**src/rtl/tlv_container_parser_macros.svh**
```systemverilog
// Assertion macros shared by the TLV container parser RTL.
// Included by the modules that carry concurrent assertions.
`ifndef TLV_CONTAINER_PARSER_MACROS_SVH
`define TLV_CONTAINER_PARSER_MACROS_SVH

// Same-cycle property, disabled while reset is asserted.
`define TLVP_ASSERT(name, clk, rst_n, prop, msg) \
  name: assert property (@(posedge clk) disable iff (!rst_n) prop) else $error(msg);

// Property whose consequent is checked in the cycle after the antecedent.
`define TLVP_ASSERT_NEXT(name, clk, rst_n, ante, cons, msg) \
  name: assert property (@(posedge clk) disable iff (!rst_n) (ante) |=> (cons)) else $error(msg);

`endif

```
**src/rtl/tlvp_pkg.sv**
```systemverilog
// Types, constants and the CRC-32 byte update for the TLV container parser.
// No dependencies; imported by every module of the block.
package tlvp_pkg;

  localparam int unsigned MAX_RECORDS_DEF = 16384;
  localparam int unsigned HDR_BYTES       = 20;
  localparam int unsigned CRC_FIELD_POS   = 16;
  localparam int unsigned REC_HDR_BYTES   = 6;
  localparam int unsigned OQ_DEPTH        = 4;
  localparam int unsigned CFG_IDX_W       = 2;
  localparam int unsigned CFG_DATA_W      = 32;
  localparam logic [31:0] CRC_POLY        = 32'hEDB8_8320;

  typedef enum logic [CFG_IDX_W-1:0] {
    CFG_MAGIC   = 2'd0,
    CFG_VERSION = 2'd1,
    CFG_ENDIAN  = 2'd2
  } tlvp_cfg_reg_e;

  typedef enum logic [2:0] {
    ST_OK       = 3'd0,
    ST_TRUNC    = 3'd1,
    ST_MAGIC    = 3'd2,
    ST_VERSION  = 3'd3,
    ST_ENDIAN   = 3'd4,
    ST_HDR_SIZE = 3'd5,
    ST_PAY_SIZE = 3'd6,
    ST_CRC      = 3'd7
  } tlvp_status_e;

  typedef enum logic [1:0] {
    PH_IDLE,
    PH_HEADER,
    PH_BODY,
    PH_SKIP
  } tlvp_phase_e;

  typedef enum logic {
    KIND_RECORD = 1'b0,
    KIND_FINAL  = 1'b1
  } tlvp_kind_e;

  typedef struct packed {
    logic [7:0]  data_byte;
    logic        start_req;
    logic [31:0] total_size;
  } tlvp_in_t;

  typedef struct packed {
    logic        kind;
    logic [15:0] record_type;
    logic [31:0] record_offset;
    logic [31:0] record_length;
    logic [2:0]  status;
    logic [14:0] record_count;
    logic        last;
  } tlvp_out_t;

  typedef struct packed {
    logic [31:0] magic_word;
    logic [15:0] format_version;
    logic [15:0] endian_mark;
  } tlvp_cfg_t;

  // Results produced by one accepted byte: cnt of them, res_a first.
  typedef struct packed {
    logic [1:0] cnt;
    tlvp_out_t  res_a;
    tlvp_out_t  res_b;
  } tlvp_emit_t;

  function automatic logic [31:0] crc32_byte(input logic [31:0] crc, input logic [7:0] b);
    logic [31:0] c;
    c = crc ^ {24'h00_0000, b};
    for (int k = 0; k < 8; k++) begin
      c = c[0] ? ((c >> 1) ^ CRC_POLY) : (c >> 1);
    end
    return c;
  endfunction

endpackage

```
**src/rtl/tlvp_parse.sv**
```systemverilog
// Byte parser: header capture and check, CRC-32, record splitting and status.
// Depends on tlvp_pkg and the assertion macros header.
`include "tlv_container_parser_macros.svh"

module tlvp_parse #(
  parameter int unsigned MAX_RECORDS = tlvp_pkg::MAX_RECORDS_DEF
) (
  input  logic                 clk_i,
  input  logic                 rst_ni,
  input  tlvp_pkg::tlvp_cfg_t  cfg_i,
  input  logic                 acc_i,
  input  tlvp_pkg::tlvp_in_t   in_i,
  output tlvp_pkg::tlvp_emit_t emit_o
);
  import tlvp_pkg::*;

  localparam int unsigned CNT_W     = $clog2(MAX_RECORDS + 1);
  localparam int unsigned HDR_IDX_W = $clog2(HDR_BYTES);
  localparam int unsigned FILL_W    = $clog2(REC_HDR_BYTES);

  tlvp_phase_e        phase_q, phase_d, ph_cur, ph_after;
  logic [31:0]        pos_q, pos_d;
  logic [31:0]        size_q, size_d;
  logic [31:0]        crc_q, crc_d;
  tlvp_status_e       err_q, err_d;
  logic [CNT_W-1:0]   recs_q, recs_d;
  logic [FILL_W-1:0]  fill_q, fill_d;
  logic [31:0]        dleft_q, dleft_d;
  logic [31:0]        hs_q, hs_d;
  logic [31:0]        endm1_q, endm1_d;
  logic [7:0]         hdr_q [HDR_BYTES];
  logic [7:0]         rec_q [REC_HDR_BYTES-1];

  logic               active, start, last_byte;
  logic [7:0]         b;
  logic [31:0]        p, size_cur, crc_base, crc_new, dleft_base;
  tlvp_status_e       err_base, err_after, hdr_st, fin_st;
  logic [CNT_W-1:0]   recs_base, recs_after;
  logic [FILL_W-1:0]  fill_base, fill_next;
  logic               in_hdr, chk, in_body, take_data, rec_byte, rec_done;
  logic               rec_bad, rec_ok, part_bad, rec_emit, fin_emit;
  logic [31:0]        h_magic, h_hs, h_ps, h_crc, left, rec_len;
  logic [15:0]        h_ver, h_end, rec_type;
  logic [32:0]        sum33;
  tlvp_out_t          rec_res, fin_res;

  assign b          = in_i.data_byte;
  assign start      = in_i.start_req;
  assign active     = acc_i && (start || (phase_q != PH_IDLE));
  assign p          = start ? '0 : pos_q;
  assign ph_cur     = start ? PH_HEADER : phase_q;
  assign size_cur   = start ? ((in_i.total_size == '0) ? 32'd1 : in_i.total_size) : size_q;
  assign last_byte  = (p == size_cur - 32'd1);
  assign crc_base   = start ? '1 : crc_q;
  assign err_base   = start ? ST_OK : err_q;
  assign recs_base  = start ? '0 : recs_q;
  assign fill_base  = start ? '0 : fill_q;
  assign dleft_base = start ? '0 : dleft_q;

  assign h_magic = {hdr_q[3], hdr_q[2], hdr_q[1], hdr_q[0]};
  assign h_ver   = {hdr_q[5], hdr_q[4]};
  assign h_end   = {hdr_q[7], hdr_q[6]};
  assign h_hs    = {hdr_q[11], hdr_q[10], hdr_q[9], hdr_q[8]};
  assign h_ps    = {hdr_q[15], hdr_q[14], hdr_q[13], hdr_q[12]};
  assign h_crc   = {b, hdr_q[CRC_FIELD_POS+2], hdr_q[CRC_FIELD_POS+1], hdr_q[CRC_FIELD_POS]};
  assign sum33   = {1'b0, h_hs} + {1'b0, h_ps};

  assign in_hdr  = (ph_cur == PH_HEADER);
  assign chk     = in_hdr && (p == 32'(HDR_BYTES - 1));
  assign crc_new = crc32_byte(crc_base, (p >= 32'(CRC_FIELD_POS)) ? 8'h00 : b);

  always_comb begin
    if (h_magic != cfg_i.magic_word) begin
      hdr_st = ST_MAGIC;
    end else if (h_ver != cfg_i.format_version) begin
      hdr_st = ST_VERSION;
    end else if (h_end != cfg_i.endian_mark) begin
      hdr_st = ST_ENDIAN;
    end else if ((h_hs < 32'(HDR_BYTES)) || (h_hs > size_cur)) begin
      hdr_st = ST_HDR_SIZE;
    end else if (sum33 > {1'b0, size_cur}) begin
      hdr_st = ST_PAY_SIZE;
    end else if (~crc_new != h_crc) begin
      hdr_st = ST_CRC;
    end else begin
      hdr_st = ST_OK;
    end
  end

  assign in_body   = (ph_cur == PH_BODY) && (p >= hs_q) && (p <= endm1_q);
  assign take_data = in_body && (dleft_base != '0);
  assign rec_byte  = in_body && (dleft_base == '0);
  assign rec_done  = rec_byte && (fill_base == FILL_W'(REC_HDR_BYTES - 1));
  assign rec_type  = {rec_q[1], rec_q[0]};
  assign rec_len   = {b, rec_q[4], rec_q[3], rec_q[2]};
  assign left      = endm1_q - p;
  assign rec_bad   = rec_done && ((rec_len > left) || (recs_base >= CNT_W'(MAX_RECORDS)));
  assign rec_ok    = rec_done && !rec_bad;
  assign fill_next = rec_done ? '0 : (rec_byte ? fill_base + FILL_W'(1) : fill_base);
  assign part_bad  = in_body && !rec_bad && (p == endm1_q) && (fill_next != '0);
  assign recs_after = rec_ok ? recs_base + CNT_W'(1) : recs_base;
  assign err_after = chk ? hdr_st : ((rec_bad || part_bad) ? ST_TRUNC : err_base);

  // Next phase.
  always_comb begin
    if (chk) begin
      ph_after = (hdr_st == ST_OK) ? PH_BODY : PH_SKIP;
    end else if (rec_bad || part_bad) begin
      ph_after = PH_SKIP;
    end else begin
      ph_after = ph_cur;
    end
    if (!active) begin
      phase_d = phase_q;
    end else if (last_byte) begin
      phase_d = PH_IDLE;
    end else begin
      phase_d = ph_after;
    end
  end

  // Datapath updates and results.
  always_comb begin
    pos_d   = pos_q;
    size_d  = size_q;
    crc_d   = crc_q;
    err_d   = err_q;
    recs_d  = recs_q;
    fill_d  = fill_q;
    dleft_d = dleft_q;
    hs_d    = hs_q;
    endm1_d = endm1_q;
    if (active) begin
      pos_d   = last_byte ? '0 : p + 32'd1;
      size_d  = size_cur;
      crc_d   = in_hdr ? crc_new : crc_base;
      err_d   = err_after;
      recs_d  = recs_after;
      fill_d  = fill_next;
      dleft_d = rec_ok ? rec_len : (take_data ? dleft_base - 32'd1 : dleft_base);
      if (chk) begin
        hs_d    = h_hs;
        endm1_d = sum33[31:0] - 32'd1;
      end
    end

    fin_st   = (ph_after == PH_HEADER) ? ST_TRUNC : err_after;
    rec_emit = active && rec_ok;
    fin_emit = active && last_byte;

    rec_res               = '0;
    rec_res.kind          = KIND_RECORD;
    rec_res.record_type   = rec_type;
    rec_res.record_offset = p + 32'd1;
    rec_res.record_length = rec_len;
    rec_res.status        = ST_OK;
    rec_res.last          = !fin_emit;

    fin_res              = '0;
    fin_res.kind         = KIND_FINAL;
    fin_res.status       = fin_st;
    fin_res.record_count = (fin_st == ST_OK) ? 15'(recs_after) : '0;
    fin_res.last         = 1'b1;

    emit_o.cnt   = {1'b0, rec_emit} + {1'b0, fin_emit};
    emit_o.res_a = rec_emit ? rec_res : fin_res;
    emit_o.res_b = fin_res;
  end

  always_ff @(posedge clk_i or negedge rst_ni) begin
    if (!rst_ni) begin
      phase_q <= PH_IDLE;
      pos_q   <= '0;
      crc_q   <= '1;
      err_q   <= ST_OK;
      recs_q  <= '0;
      fill_q  <= '0;
      dleft_q <= '0;
    end else begin
      phase_q <= phase_d;
      pos_q   <= pos_d;
      crc_q   <= crc_d;
      err_q   <= err_d;
      recs_q  <= recs_d;
      fill_q  <= fill_d;
      dleft_q <= dleft_d;
    end
  end

  always_ff @(posedge clk_i) begin
    size_q  <= size_d;
    hs_q    <= hs_d;
    endm1_q <= endm1_d;
    if (active && in_hdr) begin
      hdr_q[p[HDR_IDX_W-1:0]] <= b;
    end
    if (active && rec_byte && !rec_done) begin
      rec_q[fill_base] <= b;
    end
  end

  `TLVP_ASSERT(a_body_no_error, clk_i, rst_ni, (phase_q == PH_BODY) |-> (err_q == ST_OK), "Body phase entered with an error code")
  `TLVP_ASSERT(a_pair_order, clk_i, rst_ni, (emit_o.cnt == 2'd2) |-> (emit_o.res_a.kind == KIND_RECORD && emit_o.res_b.kind == KIND_FINAL), "Two results must be a record then a final status")
  `TLVP_ASSERT_NEXT(a_final_closes, clk_i, rst_ni, fin_emit, phase_q == PH_IDLE, "Container still open after its final status")

endmodule

```
**src/rtl/tlvp_out_queue.sv**
```systemverilog
// Result queue: takes up to two results per cycle and hands out one per transfer.
// Depends on tlvp_pkg and the assertion macros header.
`include "tlv_container_parser_macros.svh"

module tlvp_out_queue (
  input  logic                 clk_i,
  input  logic                 rst_ni,
  input  tlvp_pkg::tlvp_emit_t emit_i,
  output logic                 full_o,
  output logic                 out_valid_o,
  input  logic                 out_stall_i,
  output tlvp_pkg::tlvp_out_t  out_data_o
);
  import tlvp_pkg::*;

  localparam int unsigned CW = $clog2(OQ_DEPTH + 1);
  localparam int unsigned PW = $clog2(OQ_DEPTH);

  tlvp_out_t       mem_q [OQ_DEPTH];
  logic [PW-1:0]   wp_q, wp_d, rp_q, rp_d;
  logic [CW-1:0]   count_q, count_d;
  logic            pop;

  assign out_valid_o = (count_q != '0);
  assign out_data_o  = mem_q[rp_q];
  assign full_o      = (count_q > CW'(OQ_DEPTH - 2));
  assign pop         = out_valid_o && !out_stall_i;

  always_comb begin
    wp_d    = wp_q + PW'(emit_i.cnt);
    rp_d    = rp_q + PW'(pop);
    count_d = count_q + CW'(emit_i.cnt) - CW'(pop);
  end

  always_ff @(posedge clk_i or negedge rst_ni) begin
    if (!rst_ni) begin
      wp_q    <= '0;
      rp_q    <= '0;
      count_q <= '0;
    end else begin
      wp_q    <= wp_d;
      rp_q    <= rp_d;
      count_q <= count_d;
    end
  end

  always_ff @(posedge clk_i) begin
    if (emit_i.cnt != 2'd0) begin
      mem_q[wp_q] <= emit_i.res_a;
    end
    if (emit_i.cnt == 2'd2) begin
      mem_q[wp_q + PW'(1)] <= emit_i.res_b;
    end
  end

  `TLVP_ASSERT(a_no_overflow, clk_i, rst_ni, count_q <= CW'(OQ_DEPTH), "Result queue count beyond its depth")
  `TLVP_ASSERT(a_push_room, clk_i, rst_ni, (emit_i.cnt != 2'd0) |-> (count_q <= CW'(OQ_DEPTH - 2)), "Results pushed without room for two")
  `TLVP_ASSERT_NEXT(a_pop_drains, clk_i, rst_ni, pop && (emit_i.cnt == 2'd0), count_q == $past(count_q) - CW'(1), "Queue count did not drop after a lone transfer")

endmodule

```
**src/rtl/tlv_container_parser.sv**
```systemverilog
// Top level of the TLV container parser: configuration registers, parser, result queue.
// Depends on tlvp_pkg, tlvp_parse and tlvp_out_queue.
//
//   Channel   Direction  Handshake               Payload
//   input     in         in_valid_i/in_stall_o   in_data_i   (tlvp_in_t, one byte)
//   result    out        out_valid_o/out_stall_i out_data_o  (tlvp_out_t)
//   config    in         cfg_we_i                cfg_idx_i, cfg_wdata_i
//
// One byte is taken per cycle unless stalled; its results enter a four-entry queue at the same edge.
// A byte gives at most two results, so the queue stalls input while fewer than two entries are free.
// Results leave one per cycle unless stalled; a byte that ends a container after a record gives two.
// Reset returns the parser to idle and empties the queue; configuration registers reset to zero.
module tlv_container_parser #(
  parameter int unsigned MAX_RECORDS = tlvp_pkg::MAX_RECORDS_DEF
) (
  input  logic                              clk_i,
  input  logic                              rst_ni,
  input  logic                              in_valid_i,
  output logic                              in_stall_o,
  input  tlvp_pkg::tlvp_in_t                in_data_i,
  output logic                              out_valid_o,
  input  logic                              out_stall_i,
  output tlvp_pkg::tlvp_out_t               out_data_o,
  input  logic                              cfg_we_i,
  input  logic [tlvp_pkg::CFG_IDX_W-1:0]    cfg_idx_i,
  input  logic [tlvp_pkg::CFG_DATA_W-1:0]   cfg_wdata_i
);
  import tlvp_pkg::*;

  tlvp_cfg_t  cfg_q, cfg_d;
  tlvp_emit_t emit;
  logic       full, acc;

  assign in_stall_o = full;
  assign acc        = in_valid_i && !full;

  always_comb begin
    cfg_d = cfg_q;
    if (cfg_we_i) begin
      unique case (tlvp_cfg_reg_e'(cfg_idx_i))
        CFG_MAGIC:   cfg_d.magic_word     = cfg_wdata_i;
        CFG_VERSION: cfg_d.format_version = cfg_wdata_i[15:0];
        CFG_ENDIAN:  cfg_d.endian_mark    = cfg_wdata_i[15:0];
        default:     cfg_d = cfg_q;
      endcase
    end
  end

  always_ff @(posedge clk_i or negedge rst_ni) begin
    if (!rst_ni) begin
      cfg_q <= '0;
    end else begin
      cfg_q <= cfg_d;
    end
  end

  tlvp_parse #(
    .MAX_RECORDS(MAX_RECORDS)
  ) u_parse (
    .clk_i  (clk_i),
    .rst_ni (rst_ni),
    .cfg_i  (cfg_q),
    .acc_i  (acc),
    .in_i   (in_data_i),
    .emit_o (emit)
  );

  tlvp_out_queue u_out_queue (
    .clk_i       (clk_i),
    .rst_ni      (rst_ni),
    .emit_i      (emit),
    .full_o      (full),
    .out_valid_o (out_valid_o),
    .out_stall_i (out_stall_i),
    .out_data_o  (out_data_o)
  );

endmodule

```
**config.mk**
```make
export PLATFORM = sky130hd
export DESIGN_NAME = tlv_container_parser
export DESIGN_NICKNAME = d
export VERILOG_FILES = /design/src/rtl/tlvp_pkg.sv /design/src/rtl/tlvp_parse.sv /design/src/rtl/tlvp_out_queue.sv /design/src/rtl/tlv_container_parser.sv
export VERILOG_INCLUDE_DIRS = /design/src /design/src/rtl
export SDC_FILE = /design/constraint.sdc
export NUM_CORES = 2
export LEC_CHECK = 0
export BUFFER_PORTS_ARGS = -buffer_cell sky130_fd_sc_hd__buf_2
export CORE_MARGIN = 2
export CORE_UTILIZATION = 45
export DETAILED_ROUTE_END_ITERATION = 16
export PLACE_DENSITY_LB_ADDON = 0.15
export SLEW_MARGIN = 20
export SYNTH_ARGS = -nofsm -noshare
export SYNTH_HDL_FRONTEND = slang
export SYNTH_SLANG_ARGS = --single-unit
export TNS_END_PERCENT = 1
```
**constraint.sdc**
```tcl
create_clock -name clk_i -period 17 [get_ports clk_i]
set_clock_uncertainty 0.15 [all_clocks]
set_input_delay 3.4 -clock clk_i [delete_from_list [all_inputs] [get_ports clk_i]]
set_output_delay 3.4 -clock clk_i [all_outputs]
set_load 0.05 [all_outputs]
```
==> flow_metrics.py <==
metrics = {
    "status": {
        "status": "finished, final reports clean",
    },
    "global_route": {
        "grt_max_degree": 153,
        "grt_pass1_vias": 33066,
        "grt_pass1_wl_um": 212000,
        "antenna_found_initial": 5,
        "grt.total_usage_pct": 26.8,
        "grt_overflow": 0,
    },
    "drt": {
        "route.met2.wl_um": 64800,
        "met3WireLength_um": 8440,
        "drt-pass1-iter-count": 6,
        "vias": 34784,
        "maxUsedRoutingLayer": "met4",
        "via_per_inst": 5.96,
        "wl_per_cell_um": 24.4,
        "drt-initial-drc-count": 3084,
        "drt-met1-wl_um": 64700,
        "routed_wirelength_um": 142000,
        "drc": 0,
        "ant_nets": 0,
    },
    "setup_path": {
        "worstSetupPathType": "input pin to register",
        "cp-end-kind": "register",
        "critPathMaxFanout": 69,
        "critical-path-top-delay-family": "compound AO/OA/AOI/OAI gates",
        "r2r_cells": 34,
        "reg2reg_to": "u_out_queue.mem_q[1][30]$_SDFFE_PP0P_",
        "worstPathArrival_ns": 13.12,
        "start_kind": "input pin",
        "worst_ep_required_time_ns": 17.49,
        "cp.buffers_inverters": 7,
        "slowest_delay_ns": 0.72,
        "cpMaxStageDelayCell": "nor2_2",
        "r2r-start": "u_parse.pos_q[0]$_DFFE_PN0P_",
        "r2r_slack_ns": 7.31,
    },
    "finish": {
        "seq_area_sq_um": 22200,
        "final_common_cell": "nand2_1",
        "area.growth.synth_to_final_pct": 11.9,
        "drive_gt1_share_pct": 14.8,
        "fillers": 9260,
        "final_cells": 5837,
        "multiInputGateArea_sq_um": 22400,
        "fin_nets": 4679,
        "layout_common_cells": "382 x nand2_1, 360 x edfxtp_1, 328 x dfxtp_1, 276 x o21ai_0, 233 x a22o_1",
    },
    "placed_design": {
        "place_ws_ns": 3.82,
        "numPortBuffers": 181,
        "placedCellCount": 5659,
        "globalplace.congestion": 0.962,
        "detailed_place_hpwl_um": 98300,
    },
    "synthesis": {
        "syn_inst": 4281,
        "synth_warnings": 0,
        "synth.ff_latch_count": 878,
        "synth_flop_cell": "edfxtp_1",
        "syn_area_sq_um": 46000,
        "synthDistinctLibCells": 98,
        "avgSynthCellArea_sq_um": 10.7,
        "yosys.area.top_type": "edfxtp_1",
        "syn_nets": 4573,
        "synth_edf_count": 360,
        "synth-seq-area-share_pct": 48.2,
        "async_flop_share_pct": 21.6,
        "synthTopCellsByArea": "edfxtp_1 23%, dfxtp_1 14%, dfrtp_1 8.6%",
        "synth_top_area_share_pct": 23.5,
    },
    "timing": {
        "finalSetupTns_ns": 0,
        "worst_slack_ns": 4.37,
        "timing.fmax_mhz": 79.2,
        "finalCriticalPeriod_ns": 12.63,
        "tightest_slew_ns": 1.11,
        "rsz0062_at_grt": "false",
        "slew_headroom_pct": 26.3,
        "whs_ns": 0.289,
        "hold_viol_final": 0,
        "period_share_pct": 74.3,
        "setup_viol": 0,
        "finalMaxSlewViolations": 0,
    },
    "floorplan": {
        "core_sq_um": 102000,
        "fp.dieW_um": 324,
        "io_pins": 182,
        "die_y_um": 324,
        "start_util_pct": 45.3,
        "die_area_sq_um": 105000,
        "rows": 117,
    },
    "hold_path": {
        "hold_end": "u_out_queue.mem_q[3][99]$_SDFFE_PP1P_",
        "min_path_type": "register to register",
        "worstHoldStart": "u_out_queue.mem_q[3][99]$_SDFFE_PP1P_",
        "whs_path_depth": 2,
    },
    "pwr": {
        "sw_frac_of_total_pct": 33.1,
        "leakagePower_nw": 19.9,
        "power.density_nw_per_um2": 120,
        "vdd_ir_drop_max_uv": 81.9,
        "power_frac_seq_pct": 40.2,
        "clock_power_share_pct": 33.5,
        "power_mw": 6.17,
        "p_int_mw": 4.12,
        "power_frac_comb_pct": 26.3,
        "switchingPower_mw": 2.04,
    },
    "clock_network": {
        "htree_num_levels": 3,
        "path_clk_slew_ns": 0.06,
        "cts_root_buf": "clkbuf_16",
        "cts_setup_buffers": 0,
        "clock_latency_ns": 0.70,
        "cts_buffers": 94,
        "cts_hold_buf": 0,
        "clockBufferDepth": 3,
        "cts_tree": "built",
        "cts_resized": 0,
        "cts.sinks": 878,
    },
    "job": {
        "cap_violations": 0,
    },
}
-- Yosys cell counts (35+ instances only) --
| master | number |
|---|---|
| o21ai_0 | 276 |
| edfxtp_1 | 360 |
| xor2_1 | 127 |
| a21oi_1 | 153 |
| mux2i_1 | 42 |
| nor4_1 | 72 |
| mux4_2 | 100 |
| nand3_1 | 82 |
| dfxtp_1 | 328 |
| a22o_1 | 233 |
| a21o_1 | 60 |
| dfrtp_1 | 158 |
| mux2_2 | 70 |
| nand2_1 | 383 |
| nand4_1 | 73 |
| clkbuf_1 | 175 |
| xnor2_1 | 208 |
| and3_1 | 35 |
| nor3_1 | 133 |
| nor2b_1 | 44 |
| ha_1 | 209 |
| nor2_1 | 237 |
| inv_1 | 159 |
| buf_1 | 41 |
-- layer usage --
metal / track usage [%] / vias up
li1: - / 16160
met1: 38.7 / 17216
met2: 42.0 / 1197
met3: 3.02 / 211
met4: 8.59 / 0
met5: 0 / -
-- registers in the layout, summed over array words and instances, names as in the netlist --
register	count
cfg_q	64
u_out_queue.count_q	3
u_out_queue.mem_q	400
u_out_queue.rp_q	2
u_out_queue.wp_q	2
u_parse.crc_q	32
u_parse.dleft_q	32
u_parse.endm1_q	32
u_parse.err_q	3
u_parse.fill_q	3
u_parse.hdr_q	152
u_parse.hs_q	32
u_parse.phase_q	2
u_parse.pos_q	32
u_parse.rec_q	40
u_parse.recs_q	15
u_parse.size_q	32
-- power by group through the flow --
stage	logic, mW	clock network, mW	registers [mW]
3_5_place_dp	1.61	0	2.52
5_1_grt	1.75	2.18	2.50
6_report	1.62	2.07	2.48
3_3_place_gp	1.59	0	2.52
2_1_floorplan	1.27	0	2.41
4_1_cts	1.62	2.10	2.48
-- metrics by stage --
stage	utilization (%)	instance area (sq um)
floorplan	-	46000
global placement	47.6	48400
detailed placement	47.6	48400
CTS	50.7	51500
global route	50.7	51500
finish	50.7	51500
-- cells by family after synthesis --
group                      count (synthesis)  share of synthesized area (%)
AOI/OAI and AO/OA                       1013                           15.2
adders and majority gates                213                           5.84
xor gates and xnor gates                 341                           6.65
DFF                                      878                           48.2
buffers and inverters                    406                           3.43
and+or+nand+nor                         1218                           13.1
muxes                                    212                           7.52
-- worst max-delay path by stage --
stage	start	slack [ns]	end	cells past startpoint
after floorplan	in_data_i[32]	5.53	u_out_queue.mem_q[1][12]$_DFFE_PP_	40
after global placement	in_data_i[32]	4.01	u_out_queue.mem_q[1][13]$_DFFE_PP_	33
after detailed placement	in_data_i[32]	3.82	u_out_queue.mem_q[1][12]$_DFFE_PP_	33
after CTS	in_data_i[32]	4.53	u_out_queue.mem_q[1][16]$_DFFE_PP_	33
after global routing	in_data_i[32]	3.83	u_out_queue.mem_q[1][16]$_DFFE_PP_	33
final	in_data_i[32]	4.37	u_out_queue.mem_q[1][30]$_SDFFE_PP0P_	35
-- final cells by class --
class,instances,area share [%]
multi-input cells,2997,43.4
inverters,160,1.17
well taps,1368,3.32
repair buffers,256,2.91
clock inverters,44,0.870
clock buffers,132,5.20
diodes,2,0.00972
flip-flops and latches,878,43.1
-- worst min-delay path: stages, from the launching register on --
cell     delay (ns)
dfxtp_1        0.30
nand2_1        0.05
nand2_1        0.04
(Power assumes the default switching activity.)
